[src/rtl/erld_pkg.sv]
package erld_pkg;

	localparam int RunMinDefault      = 3;
	localparam int LongCodeBaseDefault = 224;

	localparam int CapWidth   = 25;
	localparam int CountWidth = 17;

	localparam logic [CapWidth-1:0] CapReset = 25'd65536;
	localparam logic [7:0]          LongCodeEsc = 8'hFF;

	typedef enum logic [1:0] {
		ERR_NONE     = 2'd0,
		ERR_OVERFLOW = 2'd1,
		ERR_TRUNC    = 2'd2,
		ERR_BADSTART = 2'd3
	} err_code_t;

	typedef struct packed {
		logic [7:0] code_byte;
		logic       block_first;
		logic       block_last;
	} item_t;

	typedef struct packed {
		logic [7:0]            out_value;
		logic [CountWidth-1:0] repeat_count;
		logic                  block_done;
		err_code_t             error_code;
	} result_t;

endpackage

[src/rtl/erld_if.sv]
interface erld_in_if;
	logic       valid;
	logic       ready;
	logic [7:0] code_byte;
	logic       block_first;
	logic       block_last;

	modport source (output valid, code_byte, block_first, block_last, input ready);
	modport sink (input valid, code_byte, block_first, block_last, output ready);
endinterface

interface erld_out_if;
	logic        valid;
	logic        ready;
	logic [7:0]  out_value;
	logic [16:0] repeat_count;
	logic        block_done;
	logic [1:0]  error_code;

	modport source (output valid, out_value, repeat_count, block_done, error_code, input ready);
	modport sink (input valid, out_value, repeat_count, block_done, error_code, output ready);
endinterface

[src/rtl/erld_decode.sv]
module erld_decode
	import erld_pkg::*;
#(
	parameter int RUN_MIN        = RunMinDefault,
	parameter int LONG_CODE_BASE = LongCodeBaseDefault
) (
	input  logic                clk,
	input  logic                arst_n,
	input  logic                cfg_we,
	input  logic [CapWidth-1:0] cfg_wdata,
	input  logic                item_fire,
	input  item_t               item,
	output logic                res_valid,
	output result_t             res
);

	typedef enum logic [2:0] {
		PH_WAIT, PH_START2, PH_START3, PH_MAIN, PH_ESC, PH_MID, PH_FFHI, PH_FFLO
	} phase_t;

	localparam logic [CountWidth-1:0] ShortAdd = CountWidth'(RUN_MIN - 1);
	localparam logic [CountWidth-1:0] MidAdd   = CountWidth'(LONG_CODE_BASE + RUN_MIN - 1);
	localparam logic [CountWidth-1:0] FfAdd    =
		CountWidth'(((255 - LONG_CODE_BASE) << 8) + RUN_MIN - 1);
	localparam logic [7:0] Base8 = 8'(LONG_CODE_BASE);

	phase_t                phase_q, phase_d;
	logic [7:0]            esc_q, esc_d;
	logic [7:0]            prev_q, prev_d;
	logic [7:0]            pend_q, pend_d;
	logic [CapWidth-1:0]   pos_q, pos_d;
	logic [CapWidth-1:0]   cap_q;

	logic                  do_write;
	logic [7:0]            wr_val;
	logic [CountWidth-1:0] wr_cnt;
	logic [CapWidth:0]     pos_sum;
	logic                  ovf;
	logic                  do_fail;
	err_code_t             fail_code;
	logic [7:0]            b;

	assign b       = item.code_byte;
	assign pos_sum = {1'b0, pos_q} + {{(CapWidth+1-CountWidth){1'b0}}, wr_cnt};
	assign ovf     = pos_sum > {1'b0, cap_q};

	always_comb begin
		phase_d   = phase_q;
		esc_d     = esc_q;
		prev_d    = prev_q;
		pend_d    = pend_q;
		pos_d     = pos_q;
		do_write  = 1'b0;
		wr_val    = prev_q;
		wr_cnt    = '0;
		do_fail   = 1'b0;
		fail_code = ERR_TRUNC;
		res_valid = 1'b0;
		res       = '{out_value: 8'd0, repeat_count: '0, block_done: item.block_last,
			error_code: ERR_NONE};

		if (item.block_first) begin
			esc_d  = b;
			pos_d  = '0;
			prev_d = 8'd0;
			pend_d = 8'd0;
			if (item.block_last) begin
				phase_d   = PH_WAIT;
				res_valid = 1'b1;
			end else begin
				phase_d = PH_START2;
			end
		end else begin
			case (phase_q)
				PH_START2, PH_MAIN: begin
					if (b != esc_q) begin
						do_write = 1'b1;
						wr_val   = b;
						wr_cnt   = CountWidth'(1);
					end else if (item.block_last) begin
						do_fail = 1'b1;
					end else begin
						phase_d = (phase_q == PH_START2) ? PH_START3 : PH_ESC;
					end
				end
				PH_START3: begin
					if (b != 8'd0) begin
						do_fail   = 1'b1;
						fail_code = ERR_BADSTART;
					end else begin
						do_write = 1'b1;
						wr_val   = esc_q;
						wr_cnt   = CountWidth'(1);
					end
				end
				PH_ESC: begin
					if (b == 8'd0) begin
						do_write = 1'b1;
						wr_val   = esc_q;
						wr_cnt   = CountWidth'(1);
					end else if (b == LongCodeEsc || b >= Base8) begin
						if (item.block_last) begin
							do_fail = 1'b1;
						end else if (b == LongCodeEsc) begin
							phase_d = PH_FFHI;
						end else begin
							pend_d  = b - Base8;
							phase_d = PH_MID;
						end
					end else begin
						do_write = 1'b1;
						wr_cnt   = {{(CountWidth-8){1'b0}}, b} + ShortAdd;
					end
				end
				PH_MID: begin
					do_write = 1'b1;
					wr_cnt   = {{(CountWidth-16){1'b0}}, pend_q, b} + MidAdd;
				end
				PH_FFHI: begin
					if (item.block_last) begin
						do_fail = 1'b1;
					end else begin
						pend_d  = b;
						phase_d = PH_FFLO;
					end
				end
				PH_FFLO: begin
					do_write = 1'b1;
					wr_cnt   = {{(CountWidth-16){1'b0}}, pend_q, b} + FfAdd;
				end
				default: ;
			endcase

			if (do_write && ovf) begin
				do_fail   = 1'b1;
				fail_code = ERR_OVERFLOW;
			end

			if (do_fail) begin
				phase_d        = PH_WAIT;
				res_valid      = 1'b1;
				res.error_code = fail_code;
			end else if (do_write) begin
				pos_d            = pos_sum[CapWidth-1:0];
				prev_d           = wr_val;
				phase_d          = item.block_last ? PH_WAIT : PH_MAIN;
				res_valid        = 1'b1;
				res.out_value    = wr_val;
				res.repeat_count = wr_cnt;
			end
		end
	end

	always_ff @(posedge clk or negedge arst_n) begin
		if (!arst_n) begin
			phase_q <= PH_WAIT;
			esc_q   <= 8'd0;
			prev_q  <= 8'd0;
			pend_q  <= 8'd0;
			pos_q   <= '0;
			cap_q   <= CapReset;
		end else begin
			if (cfg_we) begin
				cap_q <= cfg_wdata;
			end
			if (item_fire) begin
				phase_q <= phase_d;
				esc_q   <= esc_d;
				prev_q  <= prev_d;
				pend_q  <= pend_d;
				pos_q   <= pos_d;
			end
		end
	end

endmodule

[src/rtl/erld_out_reg.sv]
module erld_out_reg
	import erld_pkg::*;
(
	input  logic       clk,
	input  logic       arst_n,
	input  logic       item_fire,
	input  logic       res_valid,
	input  result_t    res,
	output logic       advance,
	erld_out_if.source out_ch
);

	logic    valid_q;
	result_t res_q;

	// slot frees up in the same cycle the sink takes the held result
	assign advance = !valid_q || out_ch.ready;

	always_ff @(posedge clk or negedge arst_n) begin
		if (!arst_n) begin
			valid_q <= 1'b0;
		end else if (advance) begin
			valid_q <= item_fire && res_valid;
		end
	end

	always_ff @(posedge clk) begin
		if (advance && item_fire && res_valid) begin
			res_q <= res;
		end
	end

	assign out_ch.valid        = valid_q;
	assign out_ch.out_value    = res_q.out_value;
	assign out_ch.repeat_count = res_q.repeat_count;
	assign out_ch.block_done   = res_q.block_done;
	assign out_ch.error_code   = res_q.error_code;

endmodule

[src/rtl/escape_run_length_decoder_core.sv]
// Escape-coded run-length decoder, one encoded byte per clock unless stalled. A byte
// enters an input register, is decoded combinationally against the block state and
// its result (if any) lands in an output register, so the block sustains one byte
// per cycle; it stalls only when the output register is full and not being taken.
// Each result is a byte value and a repeat count, or an error code; a byte that
// only advances the escape/length-code parsing gives no result. output_capacity
// may be written only while the block is idle.
module escape_run_length_decoder_core
	import erld_pkg::*;
#(
	parameter int RUN_MIN        = RunMinDefault,
	parameter int LONG_CODE_BASE = LongCodeBaseDefault
) (
	input  logic                clk,
	input  logic                arst_n,
	input  logic                cfg_we,
	input  logic [CapWidth-1:0] cfg_wdata,
	erld_in_if.sink             in_ch,
	erld_out_if.source          out_ch
);

	logic    valid_s1;
	item_t   item_s1;
	logic    advance;
	logic    item_fire;
	logic    res_valid;
	result_t res;

	assign in_ch.ready = !valid_s1 || advance;
	assign item_fire   = valid_s1 && advance;

	always_ff @(posedge clk or negedge arst_n) begin
		if (!arst_n) begin
			valid_s1 <= 1'b0;
		end else if (in_ch.ready) begin
			valid_s1 <= in_ch.valid;
		end
	end

	always_ff @(posedge clk) begin
		if (in_ch.ready && in_ch.valid) begin
			item_s1 <= '{code_byte: in_ch.code_byte, block_first: in_ch.block_first,
				block_last: in_ch.block_last};
		end
	end

	erld_decode #(
		.RUN_MIN        (RUN_MIN),
		.LONG_CODE_BASE (LONG_CODE_BASE)
	) u_decode (
		.clk       (clk),
		.arst_n    (arst_n),
		.cfg_we    (cfg_we),
		.cfg_wdata (cfg_wdata),
		.item_fire (item_fire),
		.item      (item_s1),
		.res_valid (res_valid),
		.res       (res)
	);

	erld_out_reg u_out (
		.clk       (clk),
		.arst_n    (arst_n),
		.item_fire (item_fire),
		.res_valid (res_valid),
		.res       (res),
		.advance   (advance),
		.out_ch    (out_ch)
	);

endmodule

[src/flat_wrapper.sv]
// flat-port wrapper written by rule: the top's interface ports become plain ports
module escape_run_length_decoder_core_flat import erld_pkg::*;
#(
	parameter int RUN_MIN        = RunMinDefault,
	parameter int LONG_CODE_BASE = LongCodeBaseDefault
)
  (clk, arst_n, cfg_we, cfg_wdata, in_ch_valid, in_ch_code_byte, in_ch_block_first, in_ch_block_last, in_ch_ready, out_ch_valid, out_ch_out_value, out_ch_repeat_count, out_ch_block_done, out_ch_error_code, out_ch_ready);
  erld_in_if in_ch_i ();
  erld_out_if out_ch_i ();
  input  logic clk;
  input  logic arst_n;
  input  logic cfg_we;
  input  logic [CapWidth-1:0] cfg_wdata;
  input wire logic [$bits(in_ch_i.valid)-1:0] in_ch_valid;
  input wire logic [$bits(in_ch_i.code_byte)-1:0] in_ch_code_byte;
  input wire logic [$bits(in_ch_i.block_first)-1:0] in_ch_block_first;
  input wire logic [$bits(in_ch_i.block_last)-1:0] in_ch_block_last;
  output wire logic [$bits(in_ch_i.ready)-1:0] in_ch_ready;
  output wire logic [$bits(out_ch_i.valid)-1:0] out_ch_valid;
  output wire logic [$bits(out_ch_i.out_value)-1:0] out_ch_out_value;
  output wire logic [$bits(out_ch_i.repeat_count)-1:0] out_ch_repeat_count;
  output wire logic [$bits(out_ch_i.block_done)-1:0] out_ch_block_done;
  output wire logic [$bits(out_ch_i.error_code)-1:0] out_ch_error_code;
  input wire logic [$bits(out_ch_i.ready)-1:0] out_ch_ready;
  assign in_ch_i.valid = in_ch_valid;
  assign in_ch_i.code_byte = in_ch_code_byte;
  assign in_ch_i.block_first = in_ch_block_first;
  assign in_ch_i.block_last = in_ch_block_last;
  assign in_ch_ready = in_ch_i.ready;
  assign out_ch_valid = out_ch_i.valid;
  assign out_ch_out_value = out_ch_i.out_value;
  assign out_ch_repeat_count = out_ch_i.repeat_count;
  assign out_ch_block_done = out_ch_i.block_done;
  assign out_ch_error_code = out_ch_i.error_code;
  assign out_ch_i.ready = out_ch_ready;
  escape_run_length_decoder_core #(.RUN_MIN(RUN_MIN), .LONG_CODE_BASE(LONG_CODE_BASE)) u_core (.clk(clk), .arst_n(arst_n), .cfg_we(cfg_we), .cfg_wdata(cfg_wdata), .in_ch(in_ch_i), .out_ch(out_ch_i));
endmodule
[config.mk]
export PLATFORM = sky130hd
export DESIGN_NAME = escape_run_length_decoder_core_flat
export DESIGN_NICKNAME = d
export VERILOG_FILES = /design/src/rtl/erld_pkg.sv /design/src/rtl/erld_if.sv /design/src/rtl/erld_decode.sv /design/src/rtl/erld_out_reg.sv /design/src/rtl/escape_run_length_decoder_core.sv /design/src/flat_wrapper.sv
export SDC_FILE = /design/constraint.sdc
export NUM_CORES = 1
export LEC_CHECK = 0
export BUFFER_PORTS_ARGS = -buffer_cell sky130_fd_sc_hd__buf_2
export CAP_MARGIN = 20
export CORE_UTILIZATION = 65
export CTS_CLUSTER_DIAMETER = 40
export DETAILED_ROUTE_END_ITERATION = 8
export HOLD_SLACK_MARGIN = 0.05
export PLACE_DENSITY = 0.86
export SYNTH_ARGS = -nofsm -noshare
export SYNTH_HDL_FRONTEND = slang
export SYNTH_SLANG_ARGS = --single-unit
[constraint.sdc]
create_clock -name clk -period 13.9 [get_ports clk]
set_clock_uncertainty 0.05 [all_clocks]
set_input_delay 1.39 -clock clk [delete_from_list [all_inputs] [get_ports clk]]
set_output_delay 1.39 -clock clk [all_outputs]
set_load 0.05 [all_outputs]
### After elaboration in Yosys (flattened, before gate mapping)

Cells that the tools add are included.

* memory bits (read-only): 0
* bits in latches: 0
* bits in writable memories: 0
* bits in registers: 117
* memories: 0
* word-level logic and storage cells: 128

* $add $sub $neg: 5
* equal/unequal tests: 21
* $lt $le $gt $ge: 2
* div/mod/pow operators: 0
* reductions and logical operators: 25
* mux-type cells: 57
* bitwise logic cells: 2
* multipliers: 0
* shift-type cells: 0

Operators by type and width (number)
* 8-bit two-way mux: 12
* 17-bit case mux with 5 select lines: 1
* 25-bit two-way mux: 3
* 3-bit two-way mux: 10
* 5-bit by 4-bit != test with 1-bit output, second input constant: 6
* 25-bit by 17-bit adder with 26-bit output: 1
* 26-bit by 25-bit greater-than comparator with 1-bit output: 1
* 8-bit case mux with 3 select lines: 1
* 1-bit two-way mux: 21
* 9-bit two-way mux: 2
* 16-bit by 13-bit adder with 17-bit output, second input constant: 1
* 16-bit by 8-bit adder with 17-bit output, second input constant: 1
* 17-bit two-way mux: 1
* 8-bit case mux with 2 select lines: 1
* 3-bit by 2-bit != test with 1-bit output, second input constant: 5
* 3-bit equality test, second input constant: 4
* 8-bit by 2-bit adder with 9-bit output, second input constant: 1
* 3-bit case mux with 3 select lines: 1
* 8-bit equality test, second input constant: 1
* 8-bit greater-or-equal comparator, second input constant: 1
* 8-bit logical NOT: 1
* 8-bit != test: 1
* 1-bit case mux with 4 select lines: 2
* 8-bit AND reduction: 1
* other kinds (18): 32

### Logic depth before layout (Yosys ltp)

* depth after elaboration: 14
* depth in mapped cells: 34

### Hierarchy

From an unflattened synthesis, not the netlist that was laid out.

* cell total of the unflattened synthesis: 806
* area, all modules: 7633.6 µm²

By module, submodules not included
* erld_decode: times used 1, seq. area each 1928.1 µm², cells an instance 758, area an instance 6372.4 µm²
* erld_out_reg: times used 1, seq. area each 865.8 µm², cells an instance 33, area an instance 900.9 µm²
* escape_run_length_decoder_core: times used 1, seq. area each 325.3 µm², cells an instance 15, area an instance 360.3 µm²

### Worst setup path after synthesis

Ideal clock, no wire load.

* path kind: reg-to-reg
* from: reg u_core.u_decode.phase_q[0]
* to: reg u_core.u_decode.pos_q[20]
* required time: 13.763 ns
* library setup time: 0.087 ns
* setup slack: 7.577 ns
* period minus slack after synthesis: 6.323 ns
* stages on the path, launching flop included: 33
* buffers on the path: 4
* arrival time: 6.187 ns
* path through: dfrtp_1 clkbuf_1 nand2_1 nor2_1 inv_1 clkbuf_1 ha_1 a21oi_1 o21ai_0 a21oi_1 o21ai_0 a21oi_1 xor2_1 nor2_1 ha_1 o21ai_0 nand2b_1 nand4_1 nand2_1 nor2_1 clkbuf_1 nor2_1 xor2_1 ha_1 a211oi_1 o21ai_0 nor4_1 o211ai_1 a32oi_1 nand3b_4 buf_4 or3_1 o211ai_1

* word-level cells in the longest chain between the ends: 11
* elaborated cells on any way between the ends: 25
* those cells by class: 1 x add/sub; 1 x order compare; 8 x eq/ne; 10 x mux; 5 x reduce/logical

RTL lines
* start, declared: RTL line erld_decode.sv:27 `phase_t phase_q, phase_d;`
* start signal, assigned: RTL line erld_decode.sv:167 `phase_q <= phase_d;`
* 3-bit by 1-bit equality test with 1-bit output or 3-bit by 2-bit equality test with 1-bit output (tied branches): RTL line erld_decode.sv:74 `case (phase_q)`
* 2-bit OR reduction: RTL line erld_decode.sv:74
* 17-bit case mux with 5 select lines: RTL line erld_decode.sv:74
* 17-bit two-way mux: RTL line erld_decode.sv:62 `if (item.block_first) begin`
* 25-bit by 17-bit adder with 26-bit output: RTL line erld_decode.sv:44 `assign pos_sum = {1'b0, pos_q} + {{(CapWidth+1-CountWidth){1'b0}}, wr_cnt};`
* 26-bit by 25-bit greater-than comparator with 1-bit output: RTL line erld_decode.sv:45 `assign ovf = pos_sum > {1'b0, cap_q};`
* 1-bit logical AND: RTL line erld_decode.sv:134 `if (do_write && ovf) begin`
* 1-bit two-way mux: RTL line erld_decode.sv:134
* 1-bit two-way mux: RTL line erld_decode.sv:62
* 2-bit by 1-bit != test with 1-bit output (no source line)
* 3-bit AND reduction (no source line)
* end signal, assigned: RTL line erld_decode.sv:171 `pos_q <= pos_d;`
* end, declared: RTL line erld_decode.sv:31 `logic [CapWidth-1:0] pos_q, pos_d;`

Several ways; a longest one is shown, not always the timed one. The select of a mux whose other input is x is not followed.
A chain may end at the register's enable or synchronous reset.

### Final worst setup path

* from: reg u_core.u_decode.phase_q[0]
* to: reg u_core.u_decode.pos_q[22]

The elaborated chain is that of the path after synthesis.

==> flow_metrics.py <==
metrics = {
    "outcome": {
        "status": "completed",
    },
    "placed_design": {
        "placed_cell_area_um2": 7780,
        "port_buffers": 69,
        "place.gp.congestion": 0.944,
        "place_inst": 974,
        "hpwl_um": 12500,
    },
    "sta": {
        "fin_crit_sh_pct": 58.4,
        "fmax_mhz": 123,
        "tightest_slew_ns": 1.06,
        "hold_viol_final": 0,
        "slew_headroom_pct": 28.8,
        "hold_ws_ns": 0.465,
        "period_minus_slack_ns": 8.12,
        "setup_tns_ns": 0,
        "finalSetupViolations": 0,
        "grt_setup_unrepaired": "no",
        "report.final.slew_viol_count": 0,
    },
    "synth": {
        "synth_nets": 894,
        "async_flop_share_pct": 67.5,
        "synth.area.top_cells": "dfrtp_1, edfxtp_1, ha_1",
        "synth_edf_count": 38,
        "synth-main-ff-cell": "dfrtp_1",
        "netlist_area_um2": 7430,
        "synth_top_area_share_pct": 26.3,
        "synth_seq_cells": 117,
        "syn_inst": 804,
        "seq_area_frac_synth_pct": 42.0,
        "synth_cell_types": 73,
        "syn_avg_cell_area_um2": 9.24,
        "yosysWarnings": 0,
        "synth_top_cell_by_area": "dfrtp_1",
    },
    "setup_path": {
        "cp_slowest_cell": "nand3b_4",
        "startpoint_type": "flip-flop",
        "worst-setup-path-type": "reg -> reg",
        "cp_data_required_time_ns": 14.17,
        "cp-end-kind": "flip-flop",
        "cpPeakStageDelay_ns": 0.62,
        "cp_max_fo": 71,
        "crit_arrival_ns": 8.39,
    },
    "pwr": {
        "power_density_nw_per_um2": 189,
        "total_power_mw": 1.59,
        "power.leakage_nw": 3.65,
        "ir_worst_vdd_mv": 0.130,
    },
    "floorplanning": {
        "dieArea_um2": 11900,
        "die_x_um": 109,
        "ios": 70,
        "initial_core_util_pct": 67.6,
        "dieHeight_um": 109,
        "rows": 38,
        "coreArea_um2": 11000,
    },
    "clock_tree": {
        "clkTransAtPathRegs_ns": 0.06,
        "clock-sinks": 117,
        "numCtsBuffers": 17,
        "ctsResizeCount": 0,
        "root_buffer": "clkbuf_16",
        "hold_buffers": 0,
        "postCtsSetupRepairBufs": 0,
        "cts_tree": "done",
        "ctsHtreeMaxLevel": 4,
        "clkLatencyLatePin_ns": 0.43,
        "clk_path_buf_depth": 2,
    },
    "route": {
        "via_per_inst": 6.49,
        "routedWlPerCell_um": 18.7,
        "wl_um": 18900,
        "postRouteAntennaNets": 0,
        "route.vias.total": 6539,
        "drc_errors": 0,
        "dr.pass1.iters": 6,
        "drtIter0Drc": 606,
    },
    "min_path": {
        "hold_path_class": "reg -> reg",
    },
    "layout": {
        "layout_common_cells": "nand2_1, dfrtp_1, buf_2",
        "num-nets-final": 945,
        "area_growth_pct": 12.9,
        "drive_above_1_share_pct": 15.3,
        "diodes": 0,
        "final_area_um2": 8390,
        "final_cells": 1008,
        "layout.cells.most_common": "nand2_1",
    },
    "global_route": {
        "antenna_found_initial": 0,
        "grt_pass1_vias": 6337,
        "grt_pass1_wl_um": 30100,
        "grt.total_usage_pct": 33.6,
        "grt_overflow_total": 0,
        "grt_start_max_net_pins": 80,
    },
    "flow_run": {
        "maxCapViolCount": 0,
    },
}
cell usage after synthesis, types with 2 or more instances:
cell type and number:
a211oi_1 10, a21o_1 5, a21oi_1 43, a221o_1 2, a22o_1 9, a311o_1 2, a31o_2 5, a31oi_1 4
a32oi_1 2, and2_1 7, and3_1 7, buf_1 3, buf_2 8, buf_4 4, buf_6 2, clkbuf_1 24
dfrtp_1 78, edfxtp_1 38, ha_1 49, inv_1 46, mux2_2 12, mux2i_1 2, nand2_1 92, nand2b_1 7
nand3_1 34, nand3b_1 2, nand4_1 14, nand4b_1 2, nor2_1 61, nor2b_1 10, nor3_1 22, nor4_1 7
o211ai_1 15, o211ai_2 2, o21a_1 3, o21ai_0 59, o2bb2ai_1 9, o311a_1 2, o311ai_0 6, o31ai_1 4
or3_1 8, or4_1 5, xnor2_1 32, xor2_1 17
path summary, 6_finish.rpt:
| kind | start | end | slack [ns] | cells after the start |
|---|---|---|---|---|
| max | u_core.u_decode.phase_q[0] | u_core.u_decode.pos_q[22] | 5.78 | 28 |
| min | u_core.u_decode.prev_q[4] | u_core.u_decode.prev_q[4] | 0.47 | 1 |
| max reg2reg | u_core.u_decode.phase_q[0] | u_core.u_decode.pos_q[22] | 5.78 | 28 |
| min reg2reg | u_core.u_decode.prev_q[4] | u_core.u_decode.prev_q[4] | 0.47 | 1 |
| max in group asynchronous | arst_n | u_core.u_decode.cap_q[16] | 12.42 | 2 |
| min in group asynchronous | arst_n | u_core.u_decode.pos_q[6] | 0.77 | 1 |
worst max-delay path: cells and delay by family (launching register included):
| kind | cells | cell delay (ns) |
|---|---|---|
| AO/OA/AOI/OAI | 10 | 2.28 |
| XOR/XNOR | 2 | 0.40 |
| adder cells (fa/ha/maj) | 3 | 1.08 |
| buffers and inverters | 1 | 0.26 |
| flip-flops | 1 | 0.58 |
| AND/OR/NAND/NOR | 12 | 3.33 |
sequential cells by signal, summed over array words and instances (netlist names):
signal / flops
u_core.u_out.out_ch.block_done: 1
u_core.u_out.out_ch.valid: 1
u_core.u_decode.pend_q: 8
u_core.u_decode.esc_q: 8
u_core.u_decode.phase_q: 3
u_core.u_decode.pos_q: 25
u_core.u_out.out_ch.out_value: 8
u_core.u_out.out_ch.repeat_count: 17
u_core.u_decode.cap_q: 25
u_core.u_decode.prev_q: 8
u_core.valid_s1: 1
u_core.item_s1: 10
u_core.u_out.out_ch.error_code: 2
power breakdown:
group	switching, mW	leakage, nW	internal (mW)
registers	0.0829	1.37	0.444
clock network	0.162	0.268	0.267
logic	0.413	2.01	0.216
layer usage:
| layer | part of all wire [%] | global-route usage [%] | routed length [µm] | vias up |
|---|---|---|---|---|
| met1 | 41 | 41.9 | 7750 | 3121 |
| met3 | 7.4 | 8.01 | 1390 | 67 |
| li1 | - | - | - | 3022 |
| met5 | 0 | 0 | 0 | - |
| met4 | 3.8 | 17.8 | 714 | 0 |
| met2 | 48 | 53.9 | 9010 | 329 |
logic make-up (layout without fill, tap and decap cells):
kind of cell / count (synthesis) / after routing / share of synthesized area [%]
AOI/OAI and AO/OA: 201 / 201 / 18.2
xor gates and xnor gates: 49 / 49 / 5.78
adders and majority gates: 50 / 50 / 8.52
buffers and inverters: 88 / 152 / 5.00
DFF: 117 / 117 / 42.0
muxes: 14 / 14 / 2.09
and+or+nand+nor: 285 / 285 / 18.4
through the flow:
| stage | worst slack [ns] | util, % |
|---|---|---|
| 5_1_grt | 5.00 | 76.4 |
| 3_3_place_gp | 6.51 | 70.8 |
| 3_5_place_dp | 6.03 | 70.8 |
| 4_1_cts | 5.93 | 76.1 |
| 2_1_floorplan | 7.58 | - |
| 6_report | 5.78 | 76.4 |
cell type report:
type                    count  area, µm²
inverters                  46        173
clock inverters            12        130
repair buffers             74        405
fillers                   707       2590
multi-input cells         599       3940
well taps                 140        175
flip-flops and latches    117       3120
clock buffers              20        447
(Power assumes the default switching activity.)
